File: src/rtl/aliq_pkg.sv
`timescale 1ns / 1ps

package aliq_pkg;

  localparam int NUMBER_WIDTH_DEF = 24;
  localparam int SUM_OUT_W        = 26;

  typedef enum logic [2:0] {
    S_IDLE,
    S_LOAD,
    S_START,
    S_WAIT,
    S_DONE
  } seq_state_e;

  // status from the shared divider back to the sequencer
  typedef struct packed {
    logic done;
    logic rem_zero;
  } div_rsp_t;

endpackage

File: src/rtl/aliq_div.sv
`timescale 1ns / 1ps

// Restoring divider, one quotient bit per cycle.
module aliq_div import aliq_pkg::*; #(
  parameter int NumW = NUMBER_WIDTH_DEF,
  parameter int DivW = (NUMBER_WIDTH_DEF + 1) / 2 + 1
) (
  input  logic            clk_i,
  input  logic            rst_ni,
  input  logic            start_i,
  input  logic [NumW-1:0] dividend_i,
  input  logic [DivW-1:0] divisor_i,
  output logic [NumW-1:0] quot_o,
  output div_rsp_t        rsp_o
);

  localparam int CntW = $clog2(NumW);

  logic            run_q, run_d;
  logic            done_q, done_d;
  logic [CntW-1:0] cnt_q, cnt_d;
  logic [DivW-1:0] rem_q, rem_d;
  logic [DivW-1:0] dvs_q, dvs_d;
  logic [NumW-1:0] quo_q, quo_d;

  logic [DivW:0]   trial;
  logic [DivW:0]   diff;
  logic            ge;

  always_ff @(posedge clk_i or negedge rst_ni) begin
    if (!rst_ni) begin
      run_q  <= 1'b0;
      done_q <= 1'b0;
      cnt_q  <= '0;
    end else begin
      run_q  <= run_d;
      done_q <= done_d;
      cnt_q  <= cnt_d;
    end
  end

  always_ff @(posedge clk_i) begin
    rem_q <= rem_d;
    dvs_q <= dvs_d;
    quo_q <= quo_d;
  end

  always_comb begin
    // dividend bits shift out of the top of quo_q while quotient bits shift in
    trial  = {rem_q, quo_q[NumW-1]};
    diff   = trial - {1'b0, dvs_q};
    ge     = (trial >= {1'b0, dvs_q});
    run_d  = run_q;
    done_d = 1'b0;
    cnt_d  = cnt_q;
    rem_d  = rem_q;
    dvs_d  = dvs_q;
    quo_d  = quo_q;
    if (start_i) begin
      run_d = 1'b1;
      cnt_d = '0;
      rem_d = '0;
      dvs_d = divisor_i;
      quo_d = dividend_i;
    end else if (run_q) begin
      rem_d = ge ? diff[DivW-1:0] : trial[DivW-1:0];
      quo_d = {quo_q[NumW-2:0], ge};
      cnt_d = cnt_q + 1'b1;
      if (cnt_q == CntW'(NumW - 1)) begin
        run_d  = 1'b0;
        done_d = 1'b1;
      end
    end
  end

  assign quot_o         = quo_q;
  assign rsp_o.done     = done_q;
  assign rsp_o.rem_zero = (rem_q == '0);

endmodule

File: src/rtl/aliquot_sum_amicable_check_core.sv
`timescale 1ns / 1ps
// One shared restoring divider sets the timing: each trial divisor takes a launch, the
// shift steps of the divider and a check of its quotient and remainder.
// Throughput: one item at a time; busy_o stays high through the result strobe cycle.
// valid_o marks the result on the outputs for one cycle; the receiver cannot stall.
// Reset (async, active low) returns the sequencer to idle; no item is held.
module aliquot_sum_amicable_check_core import aliq_pkg::*; #(
  parameter int NumberWidth = NUMBER_WIDTH_DEF
) (
  input  logic                   clk_i,
  input  logic                   rst_ni,
  input  logic                   start_i,
  output logic                   busy_o,
  input  logic [NumberWidth-1:0] first_number_i,
  input  logic [NumberWidth-1:0] second_number_i,
  output logic                   valid_o,
  output logic                   is_amicable_o,
  output logic [SUM_OUT_W-1:0]   first_divisor_sum_o,
  output logic [SUM_OUT_W-1:0]   second_divisor_sum_o
);

  localparam int DivW = (NumberWidth + 1) / 2 + 1;
  localparam int SumW = NumberWidth + 3;

  seq_state_e state_q, state_d;
  logic       phase_q, phase_d;

  logic [NumberWidth-1:0] a_q, a_d, b_q, b_d, n_q, n_d;
  logic [DivW-1:0]        d_q, d_d;
  logic [SumW-1:0]        acc_q, acc_d, sum_a_q, sum_a_d, sum_b_q, sum_b_d;

  logic                   div_start;
  logic [NumberWidth-1:0] quot;
  div_rsp_t               div_rsp;
  logic [NumberWidth-1:0] d_ext;
  logic                   more;
  logic [NumberWidth-1:0] n_sel;

  aliq_div #(
    .NumW (NumberWidth),
    .DivW (DivW)
  ) u_div (
    .clk_i      (clk_i),
    .rst_ni     (rst_ni),
    .start_i    (div_start),
    .dividend_i (n_q),
    .divisor_i  (d_q),
    .quot_o     (quot),
    .rsp_o      (div_rsp)
  );

  always_ff @(posedge clk_i or negedge rst_ni) begin
    if (!rst_ni) begin
      state_q <= S_IDLE;
      phase_q <= 1'b0;
    end else begin
      state_q <= state_d;
      phase_q <= phase_d;
    end
  end

  always_ff @(posedge clk_i) begin
    a_q     <= a_d;
    b_q     <= b_d;
    n_q     <= n_d;
    d_q     <= d_d;
    acc_q   <= acc_d;
    sum_a_q <= sum_a_d;
    sum_b_q <= sum_b_d;
  end

  always_comb begin
    d_ext = NumberWidth'(d_q);
    // d*d <= n exactly when n/d >= d
    more  = (quot >= d_ext);
    n_sel = phase_q ? b_q : a_q;

    state_d   = state_q;
    phase_d   = phase_q;
    a_d       = a_q;
    b_d       = b_q;
    n_d       = n_q;
    d_d       = d_q;
    acc_d     = acc_q;
    sum_a_d   = sum_a_q;
    sum_b_d   = sum_b_q;
    div_start = 1'b0;

    unique case (state_q)
      S_IDLE: begin
        if (start_i) begin
          a_d     = first_number_i;
          b_d     = second_number_i;
          phase_d = 1'b0;
          state_d = S_LOAD;
        end
      end
      S_LOAD: begin
        n_d     = n_sel;
        d_d     = DivW'(2);
        // 1 always divides n >= 2; n of 0 or 1 sums to 0
        acc_d   = (n_sel >= NumberWidth'(2)) ? SumW'(1) : '0;
        state_d = S_START;
      end
      S_START: begin
        div_start = 1'b1;
        state_d   = S_WAIT;
      end
      S_WAIT: begin
        if (div_rsp.done) begin
          if (more) begin
            if (div_rsp.rem_zero) begin
              acc_d = acc_q + SumW'(d_q) + ((quot != d_ext) ? SumW'(quot) : '0);
            end
            d_d     = d_q + 1'b1;
            state_d = S_START;
          end else if (!phase_q) begin
            sum_a_d = acc_q;
            phase_d = 1'b1;
            state_d = S_LOAD;
          end else begin
            sum_b_d = acc_q;
            state_d = S_DONE;
          end
        end
      end
      S_DONE: begin
        state_d = S_IDLE;
      end
      default: begin
        state_d = S_IDLE;
      end
    endcase
  end

  assign busy_o               = (state_q != S_IDLE);
  assign valid_o              = (state_q == S_DONE);
  assign is_amicable_o        = (sum_a_q == SumW'(b_q)) && (sum_b_q == SumW'(a_q))
                                && (a_q != b_q);
  assign first_divisor_sum_o  = SUM_OUT_W'(sum_a_q);
  assign second_divisor_sum_o = SUM_OUT_W'(sum_b_q);

  // result strobe lasts exactly one cycle
  assert property (@(posedge clk_i) disable iff (!rst_ni) valid_o |=> !valid_o)
    else $error("result strobe longer than one cycle");

  // an accepted item makes the block busy next cycle
  assert property (@(posedge clk_i) disable iff (!rst_ni) (start_i && !busy_o) |=> busy_o)
    else $error("item accepted but block not busy");

  // divider only reports back while the sequencer waits on it
  assert property (@(posedge clk_i) disable iff (!rst_ni)
    div_rsp.done |-> (state_q == S_WAIT))
    else $error("divider done outside wait state");

  // a divider launch is followed by the wait state
  assert property (@(posedge clk_i) disable iff (!rst_ni)
    div_start |=> (state_q == S_WAIT))
    else $error("divider launch not followed by wait");

  // an amicable pair never has equal members
  assert property (@(posedge clk_i) disable iff (!rst_ni)
    (valid_o && is_amicable_o) |-> (first_divisor_sum_o != second_divisor_sum_o
      || sum_a_q != sum_b_q))
    else $error("amicable flag set on equal numbers");

endmodule
File: config.mk
export PLATFORM = sky130hd
export DESIGN_NAME = aliquot_sum_amicable_check_core
export DESIGN_NICKNAME = d
export VERILOG_FILES = /design/src/rtl/aliq_pkg.sv /design/src/rtl/aliq_div.sv /design/src/rtl/aliquot_sum_amicable_check_core.sv
export SDC_FILE = /design/constraint.sdc
export NUM_CORES = 1
export LEC_CHECK = 0
export BUFFER_PORTS_ARGS = -buffer_cell sky130_fd_sc_hd__buf_2
export CAP_MARGIN = 0
export CORE_UTILIZATION = 50
export CTS_BUF_LIST = sky130_fd_sc_hd__clkbuf_8 sky130_fd_sc_hd__clkbuf_16
export DETAILED_ROUTE_END_ITERATION = 8
export PLACE_DENSITY = 0.69
export SETUP_SLACK_MARGIN = 0.4
export SLEW_MARGIN = 25
export SYNTH_ARGS = -nofsm -noshare
export SYNTH_HDL_FRONTEND = slang
export SYNTH_SLANG_ARGS = --single-unit
File: constraint.sdc
create_clock -name clk_i -period 6.27 [get_ports clk_i]
set_clock_uncertainty 0.1 [all_clocks]
set_input_delay 1.254 -clock clk_i [delete_from_list [all_inputs] [get_ports clk_i]]
set_output_delay 1.254 -clock clk_i [all_outputs]
set_load 0.03 [all_outputs]
==> flow_summary_export.csv <==
group,metric,value,unit
run_status,outcome,"finished, final reports clean",
floorplanning,die_w,161.2,µm
finish,area_growth,9.824,%
synthesis,synth_ff_type,"edfxtp_1",
clock_network,cts_tree,"built",
synthesis,ys_seq_elements,227,
placement,place_congestion,0.9249,
global_route,antenna_found_initial,0,
finish,layout-drive-gt1-share,0.1613,
floorplanning,io_pins,106,
min_path,hp-class,"flop to flop",
clock_network,post-cts-setup-buffers,0,
timing,finalSetupTns,0,ns
run,drv_cap,0,
clock_network,clk_path_buf_depth,3,
critical_path,crit_fanout,14,
pwr,pwr_density_cell,226.9,mW/mm²
synthesis,syn_area,0.01267,mm²
critical_path,required,6.44,ns
critical_path,crit_slowest_cell,"nor3_2",
clock_network,h-tree-depth,1,
pwr,peakVddDrop,0.2126,mV
timing,fmax,201.0,MHz
timing,setup_viol,0,
clock_network,clkTransAtPathRegs,0.07,ns
synthesis,synth_edf_count,203,
global_route,grt_max_degree,49,
critical_path,crit_path_end_kind,"flop",
floorplanning,initial_core_util,0.5150,
critical_path,r2r_start,"d_q[10]$_SDFFCE_PN0P_",
finish,nFillCells,2105,
global_route,grt_pass1_vias,8694,
global_route,grt_pass1_wl,50960,µm
timing,worstMarginPinSlew,0.9840,ns
timing,final.min_clock_period,4.974,ns
synthesis,ys_async_sr_fraction,0.04846,
finish,register_area,0.006631,mm²
clock_network,cts.repair.resized,0,
drt,ant_nets,0,
critical_path,cp.arrival,5.15,ns
drt,routed_via_density,5.848,
timing,period_share,0.7934,
timing,slew_viol_final,0,
drt,drt-initial-drc-count,992,
clock_network,ctsHoldBuffers,0,
drt,route.detailed.drc,0,
placement,dp_hpwl,24800,µm
drt,drt_wl_total,32900,µm
critical_path,start_kind,"flop",
finish,final_nets,1295,
critical_path,ff2ff_path_depth,16,
clock_network,clk_latency,0.52,ns
min_path,whs_path_depth,2,
critical_path,critPathBufInv,2,
min_path,hold_start,"u_div.rem_q[12]$_SDFFE_PP0P_",
synthesis,synth.yosys.seq_area_share,0.5233,
clock_network,cts_made_buffers,24,
finish,multiInputGateArea,0.005207,mm²
critical_path,cp_slowest_stage_delay,0.70,ns
timing,slew_headroom,0.3400,
timing,hold_viol_final,0,
drt,wl_per_cell,21.82,µm
floorplanning,rows,57,
min_path,holdPathEnd,"u_div.rem_q[12]$_SDFFE_PP0P_",
critical_path,critical_path_class,"flop to flop",
timing,rsz0062_at_grt,"no",
floorplanning,fp.dieH,161.2,µm
drt,drt_pre_antenna_iters,7,
drt,vias,8819,
global_route,track_usage,0.2582,
synthesis,synth_cell_types,81,
synthesis,syn_nets,1256,
critical_path,r2r_end,"acc_q[25]$_SDFFCE_PN0P_",
critical_path,crit_chain,"inv_1 > ha_1 > nand2_1 > or3_1 > nor3_2 > nor2b_1 > fa_1 > ha_1 > inv_1 > fa_1 > nand2b_1 > a211oi_1 > o211ai_1 > nand2_1 > nor2_1 > a211o_1",
clock_network,cts_sinks,227,
placement,port_buffers,105,
synthesis,yosysTopAreaCell,"edfxtp_1",
global_route,overflow,0,
synthesis,avgSynthCellArea,11.24,µm²
pwr,leakagePower,5.382,nW
finish,diodes,0,
pwr,finalPower,3.157,mW
synthesis,ys_warn_count,0,
clock_network,cts_root_buf,"clkbuf_16",
critical_path,crit_family,"simple AND/OR/NAND/NOR gates",
critical_path,r2r_setup_slack,1.30,ns
floorplanning,core_region_area,0.02460,mm²
synthesis,syn_inst,1127,
synthesis,yosys-top-cells-area,"edfxtp_1 48%, ha_1 6.2%, nand2_1 3.6%",
floorplanning,dieArea,0.02599,mm²
synthesis,yosysTopAreaCellShare,0.4810,
critical_path,crit_start,"d_q[10]$_SDFFCE_PN0P_",
-- routing by layer --
| layer | vias to the layer above | global-route usage | wire length [µm] |
|---|---|---|---|
| li1 | 4094 | - | - |
| met1 | 4353 | 0.3804 | 14870 |
| met2 | 318 | 0.3983 | 14880 |
| met3 | 54 | 0.03390 | 2201 |
| met4 | 0 | 0.07762 | 945 |
| met5 | - | 0 | 0 |
-- flip-flops by register name (all words and copies together), names as in the netlist, 3 cells and up --
name,cells
b_q,24
d_q,13
a_q,24
u_div.rem_q,13
sum_a_q,27
u_div.quot_o,24
state_q,3
u_div.cnt_q,5
sum_b_q,27
acc_q,27
n_q,24
u_div.dvs_q,13
-- worst min-delay path, delay by kind of cell, from the launching register on --
| family | cells | cell delay [ns] |
|---|---|---|
| flip-flops | 1 | 0.33 |
| AND/OR/NAND/NOR | 1 | 0.06 |
| AO/OA/AOI/OAI | 1 | 0.05 |
-- placed cells by master, fill, tap and decap left out, types with 21 or more instances in the layout --
| master | count |
|---|---|
| a21o_1 | 22 |
| a21oi_1 | 46 |
| buf_2 | 105 |
| clkbuf_16 | 25 |
| edfxtp_1 | 203 |
| ha_1 | 63 |
| inv_1 | 63 |
| mux2_2 | 21 |
| nand2_1 | 122 |
| nand4_1 | 24 |
| nor2_1 | 66 |
| nor4_1 | 22 |
| o21ai_0 | 34 |
| xnor2_1 | 43 |
| xor2_1 | 45 |
-- stage by stage --
| step | utilization | instance area, µm² | setup WS (ns) | cells | hold slack (ns) |
|---|---|---|---|---|---|
| finish | 0.5656 | 13920 | 1.296 | 1508 | 0.3813 |
| CTS | 0.5656 | 13920 | 1.325 | 1508 | 0.3796 |
| global route | 0.5656 | 13920 | 0.9441 | 1508 | 0.4069 |
| floorplan | - | 12670 | 1.906 | 1127 | 0.3450 |
| global placement | 0.5315 | 13080 | 1.432 | 1464 | 0.3665 |
| detailed placement | 0.5315 | 13080 | 1.339 | 1464 | 0.3730 |
-- cells by family (layout without fill, tap and decap cells) --
logic type,count (synthesis),in the layout,share of synthesized area
xor gates and xnor gates,88,88,0.06082
adders and majority gates,78,78,0.08590
muxes,31,31,0.02656
and+or+nand+nor,345,345,0.1331
AOI/OAI and AO/OA,192,192,0.1035
buffers and inverters,166,223,0.06684
DFF,227,227,0.5233
-- power breakdown --
group	switching (mW)	leakage (nW)	total [mW]	internal [mW]
Clock	0.617	0.404	1.51	0.896
Sequential	0	2.13	1.63	1.63
Combinational	0.00636	2.85	0.0171	0.0108
Total	0.623	5.38	3.16	2.53
-- area by class of cell --
cell class,instances,share of cell area
inverter,66,0.01789
sequential,227,0.4765
clock inverter,19,0.01528
tap,324,0.02913
clock buffer,25,0.04495
timing repair buffer,113,0.04208
multi-input combinational,734,0.3742
-- worst max-delay path by stage --
stage,slack [ns],depth (start not counted),to
after floorplan,1.91,8,acc_q[0]$_DFFE_PP_
after global placement,1.43,16,acc_q[21]$_SDFFCE_PN0P_
after detailed placement,1.34,16,acc_q[21]$_SDFFCE_PN0P_
after CTS,1.32,16,acc_q[25]$_SDFFCE_PN0P_
after global routing,0.94,16,acc_q[21]$_SDFFCE_PN0P_
final,1.30,16,acc_q[25]$_SDFFCE_PN0P_
-- Yosys cell counts, drive strengths merged (10+ instances only) --
cell,n
o21ai,40
nor2,66
nor2b,18
nand2,123
nor4,22
nand2b,12
inv,65
clkbuf,39
edfxtp,203
dfrtp,11
a21o,22
ha,63
o21a,11
and3,11
nor3,20
nand4,24
a21oi,47
xnor2,43
xor2,45
mux2i,10
mux2,21
buf,61
nand3,18
dfxtp,13
fa,15
No activity file was read; power rests on OpenSTA's default activity.
